$ cat config.mk
export PLATFORM = sky130hd
export DESIGN_NAME = srecord_memory_loader
export DESIGN_NICKNAME = d
export VERILOG_FILES = /design/src/srl_pkg.sv /design/src/srl_parse.sv /design/src/srl_fifo.sv /design/src/srl_emit.sv /design/src/srecord_memory_loader.sv
export SDC_FILE = /design/constraint.sdc
export NUM_CORES = 1
export LEC_CHECK = 0
export BUFFER_PORTS_ARGS = -buffer_cell sky130_fd_sc_hd__buf_2
export CORE_MARGIN = 2
export CORE_UTILIZATION = 56
export CTS_CLUSTER_DIAMETER = 150
export DETAILED_ROUTE_END_ITERATION = 6
export PLACE_DENSITY = 0.71
export SYNTH_ARGS = -nofsm -noshare
export SYNTH_HDL_FRONTEND = slang
export SYNTH_SLANG_ARGS = --single-unit
$ cat constraint.sdc
create_clock -name aclk -period 7.65 [get_ports aclk]
set_input_delay 0.3825 -clock aclk [delete_from_list [all_inputs] [get_ports aclk]]
set_output_delay 0.3825 -clock aclk [all_outputs]
set_load 0.02 [all_outputs]
$ cat src/srl_pkg.sv
// Shared types, constants and helpers for the S-record loader.
// Used by srl_parse, srl_fifo, srl_emit and srecord_memory_loader.
package srl_pkg;

    localparam logic [7:0] CH_LF = 8'h0A;
    localparam logic [7:0] CH_S  = 8'h53;

    localparam int FIFO_DEPTH = 2;
    localparam int FIFO_AW    = $clog2(FIFO_DEPTH);

    typedef enum logic [3:0] {
        PH_LINE_START = 4'd0,
        PH_TYPE       = 4'd1,
        PH_CNT_HI     = 4'd2,
        PH_CNT_LO     = 4'd3,
        PH_SKIPCNT_HI = 4'd4,
        PH_SKIPCNT_LO = 4'd5,
        PH_ADDR_HI    = 4'd6,
        PH_ADDR_LO    = 4'd7,
        PH_DATA_HI    = 4'd8,
        PH_DATA_LO    = 4'd9,
        PH_SKIP_LINE  = 4'd10
    } phase_t;

    typedef enum logic [1:0] {
        KIND_WRITE    = 2'd0,
        KIND_ENTRY    = 2'd1,
        KIND_BAD_HEX  = 2'd2,
        KIND_BAD_TYPE = 2'd3
    } kind_t;

    // One classified event handed from the parser to the output stage
    typedef struct packed {
        kind_t       kind;
        logic [31:0] addr;
        logic [7:0]  data;
    } event_t;

    // Bit 4 flags a valid hex digit, bits 3:0 carry its value
    function automatic logic [4:0] hex_decode(input logic [7:0] c);
        logic [4:0] r;
        begin
            r = 5'd0;
            if (c >= 8'h30 && c <= 8'h39) begin
                r = {1'b1, c[3:0]};
            end else if ((c >= 8'h61 && c <= 8'h66) || (c >= 8'h41 && c <= 8'h46)) begin
                r = {1'b1, c[3:0] + 4'd9};
            end
            return r;
        end
    endfunction

endpackage

$ cat src/srl_parse.sv
// Character parser: walks the record syntax and pushes write, entry and
// error events. Depends on srl_pkg.
module srl_parse import srl_pkg::*; (
    input  logic        aclk,
    input  logic        aresetn,
    input  logic        char_valid,
    input  logic [7:0]  char_in,
    input  logic        queue_full,
    output logic        char_ready,
    output logic        ev_push,
    output event_t      ev_data
);

    phase_t      phase_reg, phase_next;
    logic [3:0]  kind_reg, kind_next;
    logic [3:0]  nibble_reg, nibble_next;
    logic [7:0]  count_reg, count_next;
    logic [31:0] addr_reg, addr_next;
    logic [7:0]  left_reg, left_next;
    logic        halted_reg, halted_next;

    logic        take;
    logic [4:0]  hex;
    logic [7:0]  byte_val;
    logic [31:0] addr_shift;
    logic [7:0]  left_dec;

    assign char_ready = !queue_full;
    assign take       = char_valid && char_ready;
    assign hex        = hex_decode(char_in);
    assign byte_val   = {nibble_reg, hex[3:0]};
    assign addr_shift = {addr_reg[23:0], byte_val};
    assign left_dec   = left_reg - 8'd1;

    always_ff @(posedge aclk) begin
        if (!aresetn) begin
            phase_reg  <= PH_LINE_START;
            kind_reg   <= 4'd0;
            nibble_reg <= 4'd0;
            count_reg  <= 8'd0;
            addr_reg   <= 32'd0;
            left_reg   <= 8'd0;
            halted_reg <= 1'b0;
        end else begin
            phase_reg  <= phase_next;
            kind_reg   <= kind_next;
            nibble_reg <= nibble_next;
            count_reg  <= count_next;
            addr_reg   <= addr_next;
            left_reg   <= left_next;
            halted_reg <= halted_next;
        end
    end

    always_comb begin
        phase_next   = phase_reg;
        kind_next    = kind_reg;
        nibble_next  = nibble_reg;
        count_next   = count_reg;
        addr_next    = addr_reg;
        left_next    = left_reg;
        halted_next  = halted_reg;
        ev_push      = 1'b0;
        ev_data.kind = KIND_WRITE;
        ev_data.addr = 32'd0;
        ev_data.data = 8'd0;

        if (take && !halted_reg) begin
            unique case (phase_reg)
                PH_LINE_START: begin
                    if (char_in == CH_S) begin
                        phase_next = PH_TYPE;
                    end else if (char_in != CH_LF) begin
                        phase_next = PH_SKIP_LINE;
                    end
                end
                PH_TYPE: begin
                    if (char_in >= 8'h31 && char_in <= 8'h33) begin
                        kind_next  = char_in[3:0];
                        phase_next = PH_CNT_HI;
                    end else if (char_in >= 8'h37 && char_in <= 8'h39) begin
                        kind_next  = char_in[3:0];
                        phase_next = PH_SKIPCNT_HI;
                    end else if (char_in == 8'h30 || (char_in >= 8'h34 && char_in <= 8'h36)) begin
                        phase_next = PH_SKIP_LINE;
                    end else begin
                        ev_push      = 1'b1;
                        ev_data.kind = KIND_BAD_TYPE;
                        halted_next  = 1'b1;
                    end
                end
                PH_SKIPCNT_HI, PH_SKIPCNT_LO: begin
                    if (char_in == CH_LF) begin
                        ev_push      = 1'b1;
                        ev_data.kind = KIND_BAD_HEX;
                        halted_next  = 1'b1;
                    end else if (phase_reg == PH_SKIPCNT_HI) begin
                        phase_next = PH_SKIPCNT_LO;
                    end else begin
                        left_next  = 8'd11 - {4'd0, kind_reg};
                        addr_next  = 32'd0;
                        phase_next = PH_ADDR_HI;
                    end
                end
                PH_CNT_HI, PH_ADDR_HI, PH_DATA_HI: begin
                    if (!hex[4]) begin
                        ev_push      = 1'b1;
                        ev_data.kind = KIND_BAD_HEX;
                        halted_next  = 1'b1;
                    end else begin
                        nibble_next = hex[3:0];
                        priority case (phase_reg)
                            PH_CNT_HI:  phase_next = PH_CNT_LO;
                            PH_ADDR_HI: phase_next = PH_ADDR_LO;
                            default:    phase_next = PH_DATA_LO;
                        endcase
                    end
                end
                PH_CNT_LO: begin
                    if (!hex[4]) begin
                        ev_push      = 1'b1;
                        ev_data.kind = KIND_BAD_HEX;
                        halted_next  = 1'b1;
                    end else begin
                        count_next = byte_val;
                        left_next  = {4'd0, kind_reg} + 8'd1;
                        addr_next  = 32'd0;
                        phase_next = PH_ADDR_HI;
                    end
                end
                PH_ADDR_LO: begin
                    if (!hex[4]) begin
                        ev_push      = 1'b1;
                        ev_data.kind = KIND_BAD_HEX;
                        halted_next  = 1'b1;
                    end else begin
                        addr_next = addr_shift;
                        left_next = left_dec;
                        if (left_dec != 8'd0) begin
                            phase_next = PH_ADDR_HI;
                        end else if (kind_reg >= 4'd7) begin
                            phase_next = PH_SKIP_LINE;
                            // zero entry address: keep loading
                            if (addr_shift != 32'd0) begin
                                ev_push      = 1'b1;
                                ev_data.kind = KIND_ENTRY;
                                ev_data.addr = addr_shift;
                                halted_next  = 1'b1;
                            end
                        end else if (count_reg > ({4'd0, kind_reg} + 8'd2)) begin
                            left_next  = count_reg - {4'd0, kind_reg} - 8'd2;
                            phase_next = PH_DATA_HI;
                        end else begin
                            phase_next = PH_SKIP_LINE;
                        end
                    end
                end
                PH_DATA_LO: begin
                    if (!hex[4]) begin
                        ev_push      = 1'b1;
                        ev_data.kind = KIND_BAD_HEX;
                        halted_next  = 1'b1;
                    end else begin
                        ev_push      = 1'b1;
                        ev_data.kind = KIND_WRITE;
                        ev_data.addr = addr_reg;
                        ev_data.data = byte_val;
                        addr_next    = addr_reg + 32'd1;
                        left_next    = left_dec;
                        phase_next   = (left_dec != 8'd0) ? PH_DATA_HI : PH_SKIP_LINE;
                    end
                end
                default: begin
                    phase_next = (char_in == CH_LF) ? PH_LINE_START : PH_SKIP_LINE;
                end
            endcase
        end
    end

    // no event once halted
    assert property (@(posedge aclk) disable iff (!aresetn) halted_reg |-> !ev_push)
        else $error("event pushed while halted");

    // every terminating event halts the parser on the next edge
    assert property (@(posedge aclk) disable iff (!aresetn)
        (ev_push && ev_data.kind != KIND_WRITE) |=> halted_reg)
        else $error("terminating event did not halt");

    // events only come from accepted characters, so the queue has room
    assert property (@(posedge aclk) disable iff (!aresetn) ev_push |-> (take && !queue_full))
        else $error("event pushed without an accepted character");

endmodule

$ cat src/srl_fifo.sv
// Short register queue of parser events between front and back end.
// Depends on srl_pkg.
module srl_fifo import srl_pkg::*; (
    input  logic   aclk,
    input  logic   aresetn,
    input  logic   push,
    input  event_t push_data,
    output logic   full,
    input  logic   pop,
    output logic   not_empty,
    output event_t pop_data
);

    event_t               mem_reg [FIFO_DEPTH];
    logic [FIFO_AW-1:0]   wr_ptr_reg, rd_ptr_reg;
    logic [FIFO_AW:0]     count_reg;
    logic                 do_push, do_pop;

    assign full      = (count_reg == (FIFO_AW+1)'(FIFO_DEPTH));
    assign not_empty = (count_reg != '0);
    assign pop_data  = mem_reg[rd_ptr_reg];
    assign do_push   = push && !full;
    assign do_pop    = pop && not_empty;

    always_ff @(posedge aclk) begin
        if (do_push) begin
            mem_reg[wr_ptr_reg] <= push_data;
        end
    end

    always_ff @(posedge aclk) begin
        if (!aresetn) begin
            wr_ptr_reg <= '0;
            rd_ptr_reg <= '0;
            count_reg  <= '0;
        end else begin
            if (do_push) begin
                wr_ptr_reg <= (wr_ptr_reg == FIFO_AW'(FIFO_DEPTH - 1)) ? '0 : wr_ptr_reg + 1'b1;
            end
            if (do_pop) begin
                rd_ptr_reg <= (rd_ptr_reg == FIFO_AW'(FIFO_DEPTH - 1)) ? '0 : rd_ptr_reg + 1'b1;
            end
            unique case ({do_push, do_pop})
                2'b10:   count_reg <= count_reg + (FIFO_AW+1)'(1);
                2'b01:   count_reg <= count_reg - (FIFO_AW+1)'(1);
                default: count_reg <= count_reg;
            endcase
        end
    end

endmodule

$ cat src/srl_emit.sv
// Output stage: turns queued events into lane-masked word writes or status
// beats and holds them in the result register. Depends on srl_pkg.
module srl_emit import srl_pkg::*; (
    input  logic        aclk,
    input  logic        aresetn,
    input  logic        ev_valid,
    input  event_t      ev_data,
    output logic        ev_pop,
    output logic        m_valid,
    input  logic        m_ready,
    output logic [1:0]  m_kind,
    output logic [29:0] m_word_index,
    output logic [3:0]  m_byte_mask,
    output logic [31:0] m_write_data
);

    logic        valid_reg;
    logic [1:0]  kind_reg;
    logic [29:0] index_reg;
    logic [3:0]  mask_reg;
    logic [31:0] data_reg;

    logic [1:0]  lane;
    logic [29:0] index_next;
    logic [3:0]  mask_next;
    logic [31:0] data_next;

    assign ev_pop = ev_valid && (!valid_reg || m_ready);
    assign lane   = ev_data.addr[1:0];

    always_comb begin
        index_next = 30'd0;
        mask_next  = 4'd0;
        data_next  = 32'd0;
        unique case (ev_data.kind)
            KIND_WRITE: begin
                index_next = ev_data.addr[31:2];
                mask_next  = 4'b0001 << lane;
                data_next  = {24'd0, ev_data.data} << {lane, 3'b000};
            end
            KIND_ENTRY: data_next = ev_data.addr;
            default: ;
        endcase
    end

    always_ff @(posedge aclk) begin
        if (!aresetn) begin
            valid_reg <= 1'b0;
        end else if (ev_pop) begin
            valid_reg <= 1'b1;
        end else if (m_ready) begin
            valid_reg <= 1'b0;
        end
    end

    always_ff @(posedge aclk) begin
        if (ev_pop) begin
            kind_reg  <= ev_data.kind;
            index_reg <= index_next;
            mask_reg  <= mask_next;
            data_reg  <= data_next;
        end
    end

    assign m_valid      = valid_reg;
    assign m_kind       = kind_reg;
    assign m_word_index = index_reg;
    assign m_byte_mask  = mask_reg;
    assign m_write_data = data_reg;

endmodule

$ cat src/srecord_memory_loader.sv
// Throughput: one character per cycle; s_ready drops only when the event queue is full.
// Path: an event enters the queue at the character's accepting edge; it is then loaded into
// the result register once that register is empty or being taken, and m_valid rises.
// Reset (aresetn low, synchronous) returns the parser to line start, clears the halt
// flag, empties the event queue and drops m_valid; payload registers keep their values.
// After an entry, bad hex or bad type beat the loader ignores all input until reset.
module srecord_memory_loader import srl_pkg::*; (
    input  logic        aclk,
    input  logic        aresetn,
    input  logic        s_valid,
    output logic        s_ready,
    input  logic [7:0]  s_char_in,
    output logic        m_valid,
    input  logic        m_ready,
    output logic [1:0]  m_kind,
    output logic [29:0] m_word_index,
    output logic [3:0]  m_byte_mask,
    output logic [31:0] m_write_data
);

    // Front end to queue
    logic   q_full;
    logic   q_push;
    event_t q_in;

    // Queue to back end
    logic   q_not_empty;
    logic   q_pop;
    event_t q_out;

    // Front end: classify each character beat and update the record syntax state
    srl_parse u_parse (
        .aclk       (aclk),
        .aresetn    (aresetn),
        .char_valid (s_valid),
        .char_in    (s_char_in),
        .queue_full (q_full),
        .char_ready (s_ready),
        .ev_push    (q_push),
        .ev_data    (q_in)
    );

    // Decouple parser from the output handshake so each side can stall alone
    srl_fifo u_fifo (
        .aclk      (aclk),
        .aresetn   (aresetn),
        .push      (q_push),
        .push_data (q_in),
        .full      (q_full),
        .pop       (q_pop),
        .not_empty (q_not_empty),
        .pop_data  (q_out)
    );

    // Back end: place data bytes into their lanes and hold the result beat
    srl_emit u_emit (
        .aclk         (aclk),
        .aresetn      (aresetn),
        .ev_valid     (q_not_empty),
        .ev_data      (q_out),
        .ev_pop       (q_pop),
        .m_valid      (m_valid),
        .m_ready      (m_ready),
        .m_kind       (m_kind),
        .m_word_index (m_word_index),
        .m_byte_mask  (m_byte_mask),
        .m_write_data (m_write_data)
    );

endmodule
After elaboration in Yosys (flattened, before gate mapping)
Memories as Yosys holds them, arrays and structs flattened. A register that Yosys moved wholly into a read port is not among the register bits.
Index checks and enable logic that the tools add are counted.
{"block": "word_totals", "mem_bits_rw": 84, "reg_bits": 134, "in_bits": 12, "out_inout_bits": 70, "memories": 1, "wordCells": 196}
{"name": "u_fifo.mem_reg", "words": 2, "width": 42, "read_ports": 1, "rd_ports_with_merged_regs": 1, "write_ports": 1, "line_no": "srl_fifo.sv:14", "text": "event_t mem_reg [FIFO_DEPTH];"}
{"block": "classes", "addsub": 12, "magnitude_cmp": 13, "n_mux": 83, "eq_ne": 33, "reduce_logical": 37, "shift": 2}
{"cell": "$mux W32", "n": 6}
{"cell": "$pmux W32 S2", "n": 2}
{"cell": "$pmux W32 S4", "n": 1}
{"cell": "$mux W8", "n": 9}
{"cell": "$mux W34", "n": 2}
{"cell": "$mux W4", "n": 14}
{"cell": "$mux W42", "n": 1}
{"cell": "$mux W40", "n": 1}
{"cell": "$mux W33", "n": 1}
{"cell": "$add A32 B1 Y32 const B", "n": 1}
{"cell": "$ge A8 B6 Y1 const B", "n": 4}
{"cell": "$pmux W8 S4", "n": 1}
{"cell": "$reduce_bool A32 Y1", "n": 1}
{"cell": "$shl A8 B5 Y32", "n": 1}
{"cell": "$pmux W4 S7", "n": 1}
{"cell": "$mux W1", "n": 27}
{"cell": "$le A8 B6 Y1 const B", "n": 3}
{"cell": "$mux W2", "n": 10}
{"cell": "$eq A4 B3 Y1 const B", "n": 4}
{"cell": "$ge A8 B7 Y1 const B", "n": 2}
{"cell": "$le A8 B7 Y1 const B", "n": 2}
{"cell": "$ne A2 B2 Y1 const B", "n": 6}
{"cell": "$logic_and A1 B1 Y1", "n": 11}
{"cell": "$mux W5", "n": 2}
{"cell": "other kinds (46)", "n": 67}

Logic depth before layout (Yosys ltp)
Gate-level depths: netlist of the first run.
{"block": "logic_depth", "word_depth": 15, "ltp_mapped": 15, "ltp_nobuf": 13}

Modules after synthesis
From an unflattened synthesis of the first run, not the netlist that was laid out.
{"block": "unflattened", "hier_cells": 1066, "hier_area_um2": 11398.4}
{"mod": "srl_parse", "area_each_um2": 5132.4, "cells_per_inst": 686, "n_inst": 1, "seq_area_each_um2": 1221.2}
{"mod": "srl_fifo", "area_each_um2": 3258.1, "cells_per_inst": 157, "n_inst": 1, "seq_area_each_um2": 2622.5}
{"mod": "srl_emit", "area_each_um2": 3007.9, "cells_per_inst": 223, "n_inst": 1, "seq_area_each_um2": 2062.0}

Worst setup path before layout of the first run
No wires, ideal clock.
{"block": "synth_timing", "kind": "input to register", "from": "input s_char_in[0]", "to": "memory u_fifo.mem_reg[1][0] (netlist name), enable pin", "path_stages": 10, "setup_ns": 0.502, "path_slack_ns": 1.503, "arrival_time_ns": 5.645, "required_ns": 7.148, "n_path_buf": 1, "cell_sequence": "clkbuf_1 > inv_1 > ha_1 > nor2b_1 > a2111oi_4 > a32oi_1 > and3_1 > a2111oi_1 > nor4_1 > nor3b_1"}
{"block": "synth_via", "elab_chain_len": 15, "word_cells_on_any_way": 39, "cone_classes": "add/sub: 1; order compare: 11; eq/ne: 2; mux: 15; reduce/logical: 10"}
{"element": "start: declaration", "line_no": "srecord_memory_loader.sv:12", "text": "input logic [7:0] s_char_in,"}
{"element": "$ge A8 B7 Y1 or $le A8 B7 Y1 (tied branches)", "line_no": "srl_pkg.sv:46", "text": "end else if ((c >= 8'h61 && c <= 8'h66) || (c >= 8'h41 && c <= 8'h46)) begin"}
{"element": "$logic_and A1 B1 Y1", "line_no": "srl_pkg.sv:46"}
{"element": "$logic_or A1 B1 Y1", "line_no": "srl_pkg.sv:46"}
{"element": "$mux W5", "line_no": "srl_pkg.sv:46"}
{"element": "$mux W5", "line_no": "srl_pkg.sv:44", "text": "if (c >= 8'h30 && c <= 8'h39) begin"}
{"element": "$reduce_bool A32 Y1", "line_no": "srl_parse.sv:144", "text": "if (addr_shift != 32'd0) begin"}
{"element": "$mux W1", "line_no": "srl_parse.sv:144"}
{"element": "$mux W1", "line_no": "srl_parse.sv:141", "text": "end else if (kind_reg >= 4'd7) begin"}
{"element": "$mux W1", "line_no": "srl_parse.sv:139", "text": "if (left_dec != 8'd0) begin"}
{"element": "$mux W1", "line_no": "srl_parse.sv:132", "text": "if (!hex[4]) begin"}
{"element": "$pmux W1 S5 *", "line_no": "srl_parse.sv:69", "text": "unique case (phase_reg)"}
{"element": "$mux W1 *", "line_no": "srl_parse.sv:68", "text": "if (take && !halted_reg) begin"}
{"element": "$logic_and A1 B1 Y1 *", "line_no": "srl_fifo.sv:22", "text": "assign do_push = push && !full;"}
{"element": "$mux W1 *", "line_no": "srl_fifo.sv:26", "text": "if (do_push) begin"}
{"element": "$mux W1 (not written as such) *", "line_no": "srl_fifo.sv:27", "text": "mem_reg[wr_ptr_reg] <= push_data;"}
{"element": "end: declaration", "line_no": "srl_fifo.sv:14"}
Mark *: on every way between the ends. The rest lies on a longest branch, timed or not.

Worst setup path after layout of the first run
{"block": "layout_timing", "from": "register u_parse.left_reg[0]", "to": "register u_fifo.count_reg[1]"}
{"block": "layout_via", "elab_chain_len": 9, "word_cells_on_any_way": 11, "cone_classes": "add/sub: 1; eq/ne: 2; mux: 5; reduce/logical: 3"}
{"element": "start: declaration", "line_no": "srl_parse.sv:19", "text": "logic [7:0] left_reg, left_next;"}
{"element": "start signal: assignment", "line_no": "srl_parse.sv:50", "text": "left_reg <= left_next;"}
{"element": "$sub A8 B1 Y8 *", "line_no": "srl_parse.sv:33", "text": "assign left_dec = left_reg - 8'd1;"}
{"element": "$reduce_bool A8 Y1 *", "line_no": "srl_parse.sv:139"}
{"element": "$mux W1 *", "line_no": "srl_parse.sv:139"}
{"element": "$mux W1 *", "line_no": "srl_parse.sv:132"}
{"element": "$pmux W1 S5 *", "line_no": "srl_parse.sv:69"}
{"element": "$mux W1 *", "line_no": "srl_parse.sv:68"}
{"element": "$logic_and A1 B1 Y1 *", "line_no": "srl_fifo.sv:22"}
{"element": "$eq A2 B1 Y1 or $eq A2 B2 Y1 (tied branches)", "line_no": "srl_fifo.sv:43", "text": "unique case ({do_push, do_pop})"}
{"element": "$pmux W2 S2 or $reduce_bool A2 Y1 (tied branches)"}
{"element": "end signal: assignment", "line_no": "srl_fifo.sv:44", "text": "2'b10: count_reg <= count_reg + (FIFO_AW+1)'(1);"}
{"element": "end signal: assignment", "line_no": "srl_fifo.sv:45", "text": "2'b01: count_reg <= count_reg - (FIFO_AW+1)'(1);"}
{"element": "end signal: assignment", "line_no": "srl_fifo.sv:46", "text": "default: count_reg <= count_reg;"}
{"element": "end: declaration", "line_no": "srl_fifo.sv:16", "text": "logic [FIFO_AW:0] count_reg;"}
Marks and branches as above.
A chain may end at the register's enable or synchronous reset.

==> results.cfg, run 1 <==
[floorplanning]
start_util = 0.5728
core-area_sq_um = 19530
dieArea_sq_um = 21120
rows = 51
ios = 82
die_y_um = 145.3
die_x_um = 145.3

[cells_and_area]
area_growth_pct = 11.79
post_route_cells_drive_above_1_share = 0.1768
multi_input_area_sq_um = 4871
diodes = 0
register_area_sq_um = 5907
nets = 1127
fill_cells = 1518
final_common_cell = edfxtp_1
largest_reg_flops = 84
final_cell_mix = edfxtp_1, nor2_1, buf_2

[setup_path]
critPathMaxFanout = 9
crit_required_ns = 8.11
rr_startpoint = u_parse.left_reg[0]$_SDFFE_PN0P_
end_kind = register
criticalPathCategory = reg -> reg
startpoint_type = register
rr_worst_depth = 12
arrival_ns = 4.17
worst-r2r-setup-slack_ns = 3.94
reg2reg_to = u_fifo.count_reg[1]$_SDFFE_PN0P_

[synth]
synthTopCellsByArea = edfxtp_1, dfxtp_1, mux2_2
ys_async_sr_fraction = 0
synthFlopType = edfxtp_1
synthDistinctLibCells = 70
synth_area_sq_um = 11180
synth_nets = 1094
synth.largest_area_cell = edfxtp_1
synth_top_cell_area_share = 0.4081
synth_area_per_cell_sq_um = 10.61
ys_ff_latch = 219
seq_area_frac_synth = 0.5280
yosys_warnings = 0
syn_inst = 1054
synth-edff-count = 152

[outcome]
outcome = complete, no violations

[route]
vias = 8629
dr.pass1.iters = 5
final_antenna_net_count = 0
drcViolationCount = 0
wire_per_inst_um = 19.57
vias_per_cell = 6.308
wl_um = 26780
drt_iter0_markers = 799

[sta]
setup_viol = 0
holdWs_ns = 0.2434
period_needed_ns = 3.712
fin_worst_skew_ns = 0.009885
slew_headroom = 0.1968
hold_viol_final = 0
rsz0062_at_grt = no
min_period_over_period = 0.4852
fmax_mhz = 269.4
tightest_slew_ns = 1.204
final.setup.tns_ns = 0
maxSlewViolCount = 0

[clocking]
cts_resized = 0
cts_buffers = 23
cts_sinks = 219
clk_latency_ns = 0.53
post_cts_buffers = 0
cts_tree = done
clkTransAtPathRegs_ns = 0.06
hold_buffers = 0
cts_buffer_depth = 3
root_buffer = clkbuf_16
cts-htree-levels = 1

[grt]
antenna_found_initial = 0
grt_max_degree = 70
use_met2 = 0.3827
grtUsageMet3 = 0.04151
grt_pass1_vias = 7839
use_met1 = 0.3722
top_usage_layer = met2
overflow = 0
grt_pass1_wl_um = 43100
grt_util_all_layers = 0.2503

[min_path]
whs_endpoint = u_parse.kind_reg[1]$_SDFFE_PN0P_
hold_start = s_char_in[1]
hp-class = in -> reg
hold_path_depth = 3

[place]
port_buffers = 81
hpwl_um = 17600
gp_congestion = 0.8770

[power]
p_per_area_nw_per_um2 = 323.8
peakVddDrop_mv = 0.2674
leakage_nw = 4.352
p_total_mw = 4.049

[job]
drv_cap = 0
==> critical path, cell delays in order, from the launching register on <==
cell	delay (ns)
dfxtp_1	0.42
inv_1	0.08
ha_1	0.23
xnor2_1	0.24
nand3_1	0.11
nor4_1	0.35
nand2_1	0.33
a2111oi_1	0.60
nor4_1	0.20
or2_1	0.26
ha_1	0.31
or3_1	0.36
a21oi_1	0.15
==> cell families after synthesis <==
family                   synth area share
AO/OA/AOI/OAI                      0.1738
XOR/XNOR                          0.01488
adder cells (fa/ha/maj)           0.03199
buffers and inverters             0.03904
flip-flops                         0.5280
multiplexers                      0.05493
AND/OR/NAND/NOR                    0.1573
==> cells in the mapped netlist (all sizes together), types with 5 or more instances <==
cell / instances
a22oi: 37
nand2b: 8
nor3: 24
xor2: 7
o22ai: 5
and3: 11
a21oi: 51
clkbuf: 73
xnor2: 12
nor2: 99
nor2b: 38
and2: 8
a31oi: 17
nand2: 72
inv: 27
nand3: 35
nand4: 11
a22o: 30
a21o: 6
a211oi: 24
ha: 27
mux2i: 13
edfxtp: 152
or4: 5
a2111oi: 5
nor4: 18
buf: 11
mux2: 43
or2: 6
o21ai: 29
dfxtp: 67
o41ai: 5
a311oi: 9
o31ai: 13
==> metrics by stage <==
step	area, sq um	worst slack [ns]	utilization	cells
final	12500	3.938	0.6403	1368
after global routing	12500	3.583	0.6403	1368
after CTS	12500	4.007	0.6403	1368
after detailed placement	11700	3.675	0.5991	1327
after global placement	11700	3.674	0.5991	1327
after floorplan	11180	1.503	-	1054
==> power by group <==
group / internal [mW] / total, mW / switching (mW)
clock network: 0.702 / 1.16 / 0.461
logic: 0.403 / 1.20 / 0.798
registers: 1.60 / 1.68 / 0.0873
total: 2.70 / 4.05 / 1.35
==> per-layer routing <==
metal  share of wire  up-vias  wire, um
met5               0        -         0
met4           0.025        0       668
met3           0.064       53      1706
met2            0.46      339     12290
met1            0.45     4178     12120
li1                -     4059         -
==> worst max-delay path by stage <==
stage                                                start                                 to  slack, ns
after floorplan                               s_char_in[0]     u_fifo.mem_reg[1][0]$_DFFE_PP_       1.50
after global routing      u_parse.left_reg[0]$_SDFFE_PN0P_   u_fifo.count_reg[1]$_SDFFE_PN0P_       3.58
after global placement                        s_char_in[0]  u_parse.addr_reg[29]$_SDFFE_PN0P_       3.67
final                     u_parse.left_reg[0]$_SDFFE_PN0P_   u_fifo.count_reg[1]$_SDFFE_PN0P_       3.94
after CTS                 u_parse.left_reg[0]$_SDFFE_PN0P_   u_fifo.count_reg[1]$_SDFFE_PN0P_       4.01
after detailed placement                      s_char_in[0]  u_parse.addr_reg[29]$_SDFFE_PN0P_       3.68
==> final cells by class <==
class                   count  share of cell area
flip-flops and latches    219              0.4724
multi-input cells         724              0.3896
clock buffers              28             0.05154
repair buffers             92             0.03903
well taps                 265             0.02652
clock inverters            13             0.01281
inverters                  27            0.008106
Note: power is estimated with default switching activity, not from simulation.
==> run 2, diff against run 1 <==
==> constraint.sdc (replaced) <==
create_clock -name aclk -period 3.65 [get_ports aclk]
set_input_delay 0.1825 -clock aclk [delete_from_list [all_inputs] [get_ports aclk]]
set_output_delay 0.1825 -clock aclk [all_outputs]
set_load 0.02 [all_outputs]
==> run 2 against run 1 <==
  * Via count is 1.7% higher
  * Fmax is 12% higher
  * Count of clock-buffer cells in the layout is 2 higher
  * Highest routed layer unchanged
==> results.cfg, run 2 (synthesized netlist as in run 1, its figures left out) <==
[sta]
fmax_mhz = 302.8
min_period_over_period = 0.9047
final.setup.tns_ns = 0
setup_viol = 0
fin_worst_skew_ns = 0.01584
hold_viol_final = 0
period_needed_ns = 3.302
slew_headroom = 0.4373
holdWs_ns = 0.04323
tightest_slew_ns = 0.8364
maxSlewViolCount = 0
rsz0062_at_grt = no

[grt]
grt_max_degree = 70
grt_pass1_vias = 8124
overflow = 0
grt_util_all_layers = 0.2575
antenna_found_initial = 0
grt_pass1_wl_um = 44280

[cells_and_area]
diodes = 0
area_growth_pct = 14.57
final_cell_mix = edfxtp_1, nor2_1, buf_2
fill_cells = 1561
largest_reg_flops = 84
register_area_sq_um = 5907
nets = 1162
final_common_cell = edfxtp_1
post_route_cells_drive_above_1_share = 0.2053
fin_area_sq_um = 12810
multi_input_area_sq_um = 4927

[route]
drcViolationCount = 0
drt_iter0_markers = 845
vias_per_cell = 6.246
wire_per_inst_um = 19.65
final_antenna_net_count = 0
vias = 8775
wl_um = 27600
dr.pass1.iters = 5

[setup_path]
critPathLaunch = u_parse.left_reg[0]$_SDFFE_PN0P_
cp.depth = 13
rr_startpoint = u_parse.left_reg[0]$_SDFFE_PN0P_
reg2reg_to = u_fifo.count_reg[1]$_SDFFE_PN0P_
slowest_stage = a2111oi_4
crit_required_ns = 4.09
critPathTopFamily = simple AND/OR/NAND/NOR gates
startpoint_type = register
arrival_ns = 3.75
path_cells = inv_1 > ha_1 > nor3b_1 > nand2_1 > xor2_1 > nand2_1 > buf_4 > a2111oi_4 > nor4_2 > or2_1 > ha_1 > or3_1 > a21oi_1
rr_worst_depth = 13
worstSetupEndpoint = u_fifo.count_reg[1]$_SDFFE_PN0P_
worst-r2r-setup-slack_ns = 0.35
crit_buf_inv = 2
max_stage_delay_ns = 0.39
criticalPathCategory = reg -> reg
end_kind = register
critPathMaxFanout = 8

[place]
port_buffers = 81
post_dp_cell_area_sq_um = 12020
gp_congestion = 0.9511
hpwl_um = 18550

[power]
pwr-share-comb = 0.309
internal-power_mw = 5.639
p_switching_mw = 2.866
p_per_area_nw_per_um2 = 663.8
peakVddDrop_mv = 0.3791
leakage_nw = 4.529
switching_share = 0.3370
pwr-share-clk = 0.279
p_total_mw = 8.506
pwr-share-seq = 0.412

[clocking]
post_cts_buffers = 0
clk_latency_ns = 0.52
hold_buffers = 0
cts_sinks = 219
cts_buffers = 25
clkTransAtPathRegs_ns = 0.06
cts_tree = done
root_buffer = clkbuf_16
cts-htree-levels = 1
cts_buffer_depth = 3

[floorplanning]
start_util = 0.5728
die_y_um = 145.3
core-area_sq_um = 19530
dieArea_sq_um = 21120
ios = 82
die_x_um = 145.3
rows = 51

[job]
drv_cap = 0

[outcome]
outcome = complete, no violations

[min_path]
hp-class = in -> reg
==> run 2: changes by cell type in the layout (fill, tap and decap cells not counted), sizes merged <==
cell and change:
buf +33, bufinv -1, clkbuf +2, clkinv +1
clkinvlp +2
==> run 2: metrics by stage <==
stage / util / instances / setup WS [ns]
2_1_floorplan: - / 1054 / -0.002587
3_3_place_gp: 0.6156 / 1360 / 0.3043
3_5_place_dp: 0.6156 / 1360 / 0.2213
4_1_cts: 0.6558 / 1405 / 0.2839
5_1_grt: 0.6562 / 1405 / 0.05618
6_report: 0.6562 / 1405 / 0.3480
==> run 2: how the worst min path moves through the flow <==
stage | start | to | slack [ns] | cells past startpoint
2_1_floorplan | m_ready | u_emit.m_valid$_SDFFE_PN0P_ | 0.44 | 3
3_3_place_gp | u_parse.halted_reg$_SDFFE_PN0P_ | u_parse.halted_reg$_SDFFE_PN0P_ | 0.46 | 1
3_5_place_dp | u_parse.halted_reg$_SDFFE_PN0P_ | u_parse.halted_reg$_SDFFE_PN0P_ | 0.47 | 1
4_1_cts | m_ready | u_emit.m_valid$_SDFFE_PN0P_ | 0.04 | 4
5_1_grt | m_ready | u_emit.m_valid$_SDFFE_PN0P_ | 0.07 | 4
6_report | m_ready | u_emit.m_valid$_SDFFE_PN0P_ | 0.04 | 4
==> run 2: layout make-up <==
cell class / count / area share
Sequential cell: 219 / 0.4610
Multi-Input combinational cell: 724 / 0.3845
Timing Repair Buffer: 125 / 0.05937
Clock buffer: 30 / 0.05029
Tap cell: 265 / 0.02588
Clock inverter: 15 / 0.01103
Inverter: 27 / 0.007909
==> run 2: worst reg2reg max path: stages, from the launching register on <==
cell       delay, ns
dfxtp_1         0.35
inv_1           0.09
ha_1            0.18
nor3b_1         0.30
nand2_1         0.11
xor2_1          0.26
nand2_1         0.17
buf_4           0.20
a2111oi_4       0.39
nor4_2          0.15
or2_1           0.24
ha_1            0.31
or3_1           0.36
a21oi_1         0.14
==> run 2: per-layer routing <==
metal	global-route usage	up-vias	wire length (um)
met5	0	-	0
met3	0.03585	52	2006
met2	0.3974	369	12500
li1	-	4141	-
met4	0.07255	0	589
met1	0.3833	4213	12500
==> run 2: repair_timing <==
action	in CTS	in global routing
hold endpoints to repair	0	0
gates resized for setup	0	1
endpoints found under the setup margin	0	1
==> run 2: power by group through the flow <==
| stage | logic (mW) | clock network [mW] | registers [mW] |
|---|---|---|---|
| floorplan | 1.45 | 0 | 3.96 |
| global placement | 2.60 | 0 | 3.54 |
| detailed placement | 2.61 | 0 | 3.56 |
| CTS | 2.63 | 2.41 | 3.51 |
| global route | 2.83 | 2.51 | 3.56 |
| finish | 2.63 | 2.37 | 3.50 |
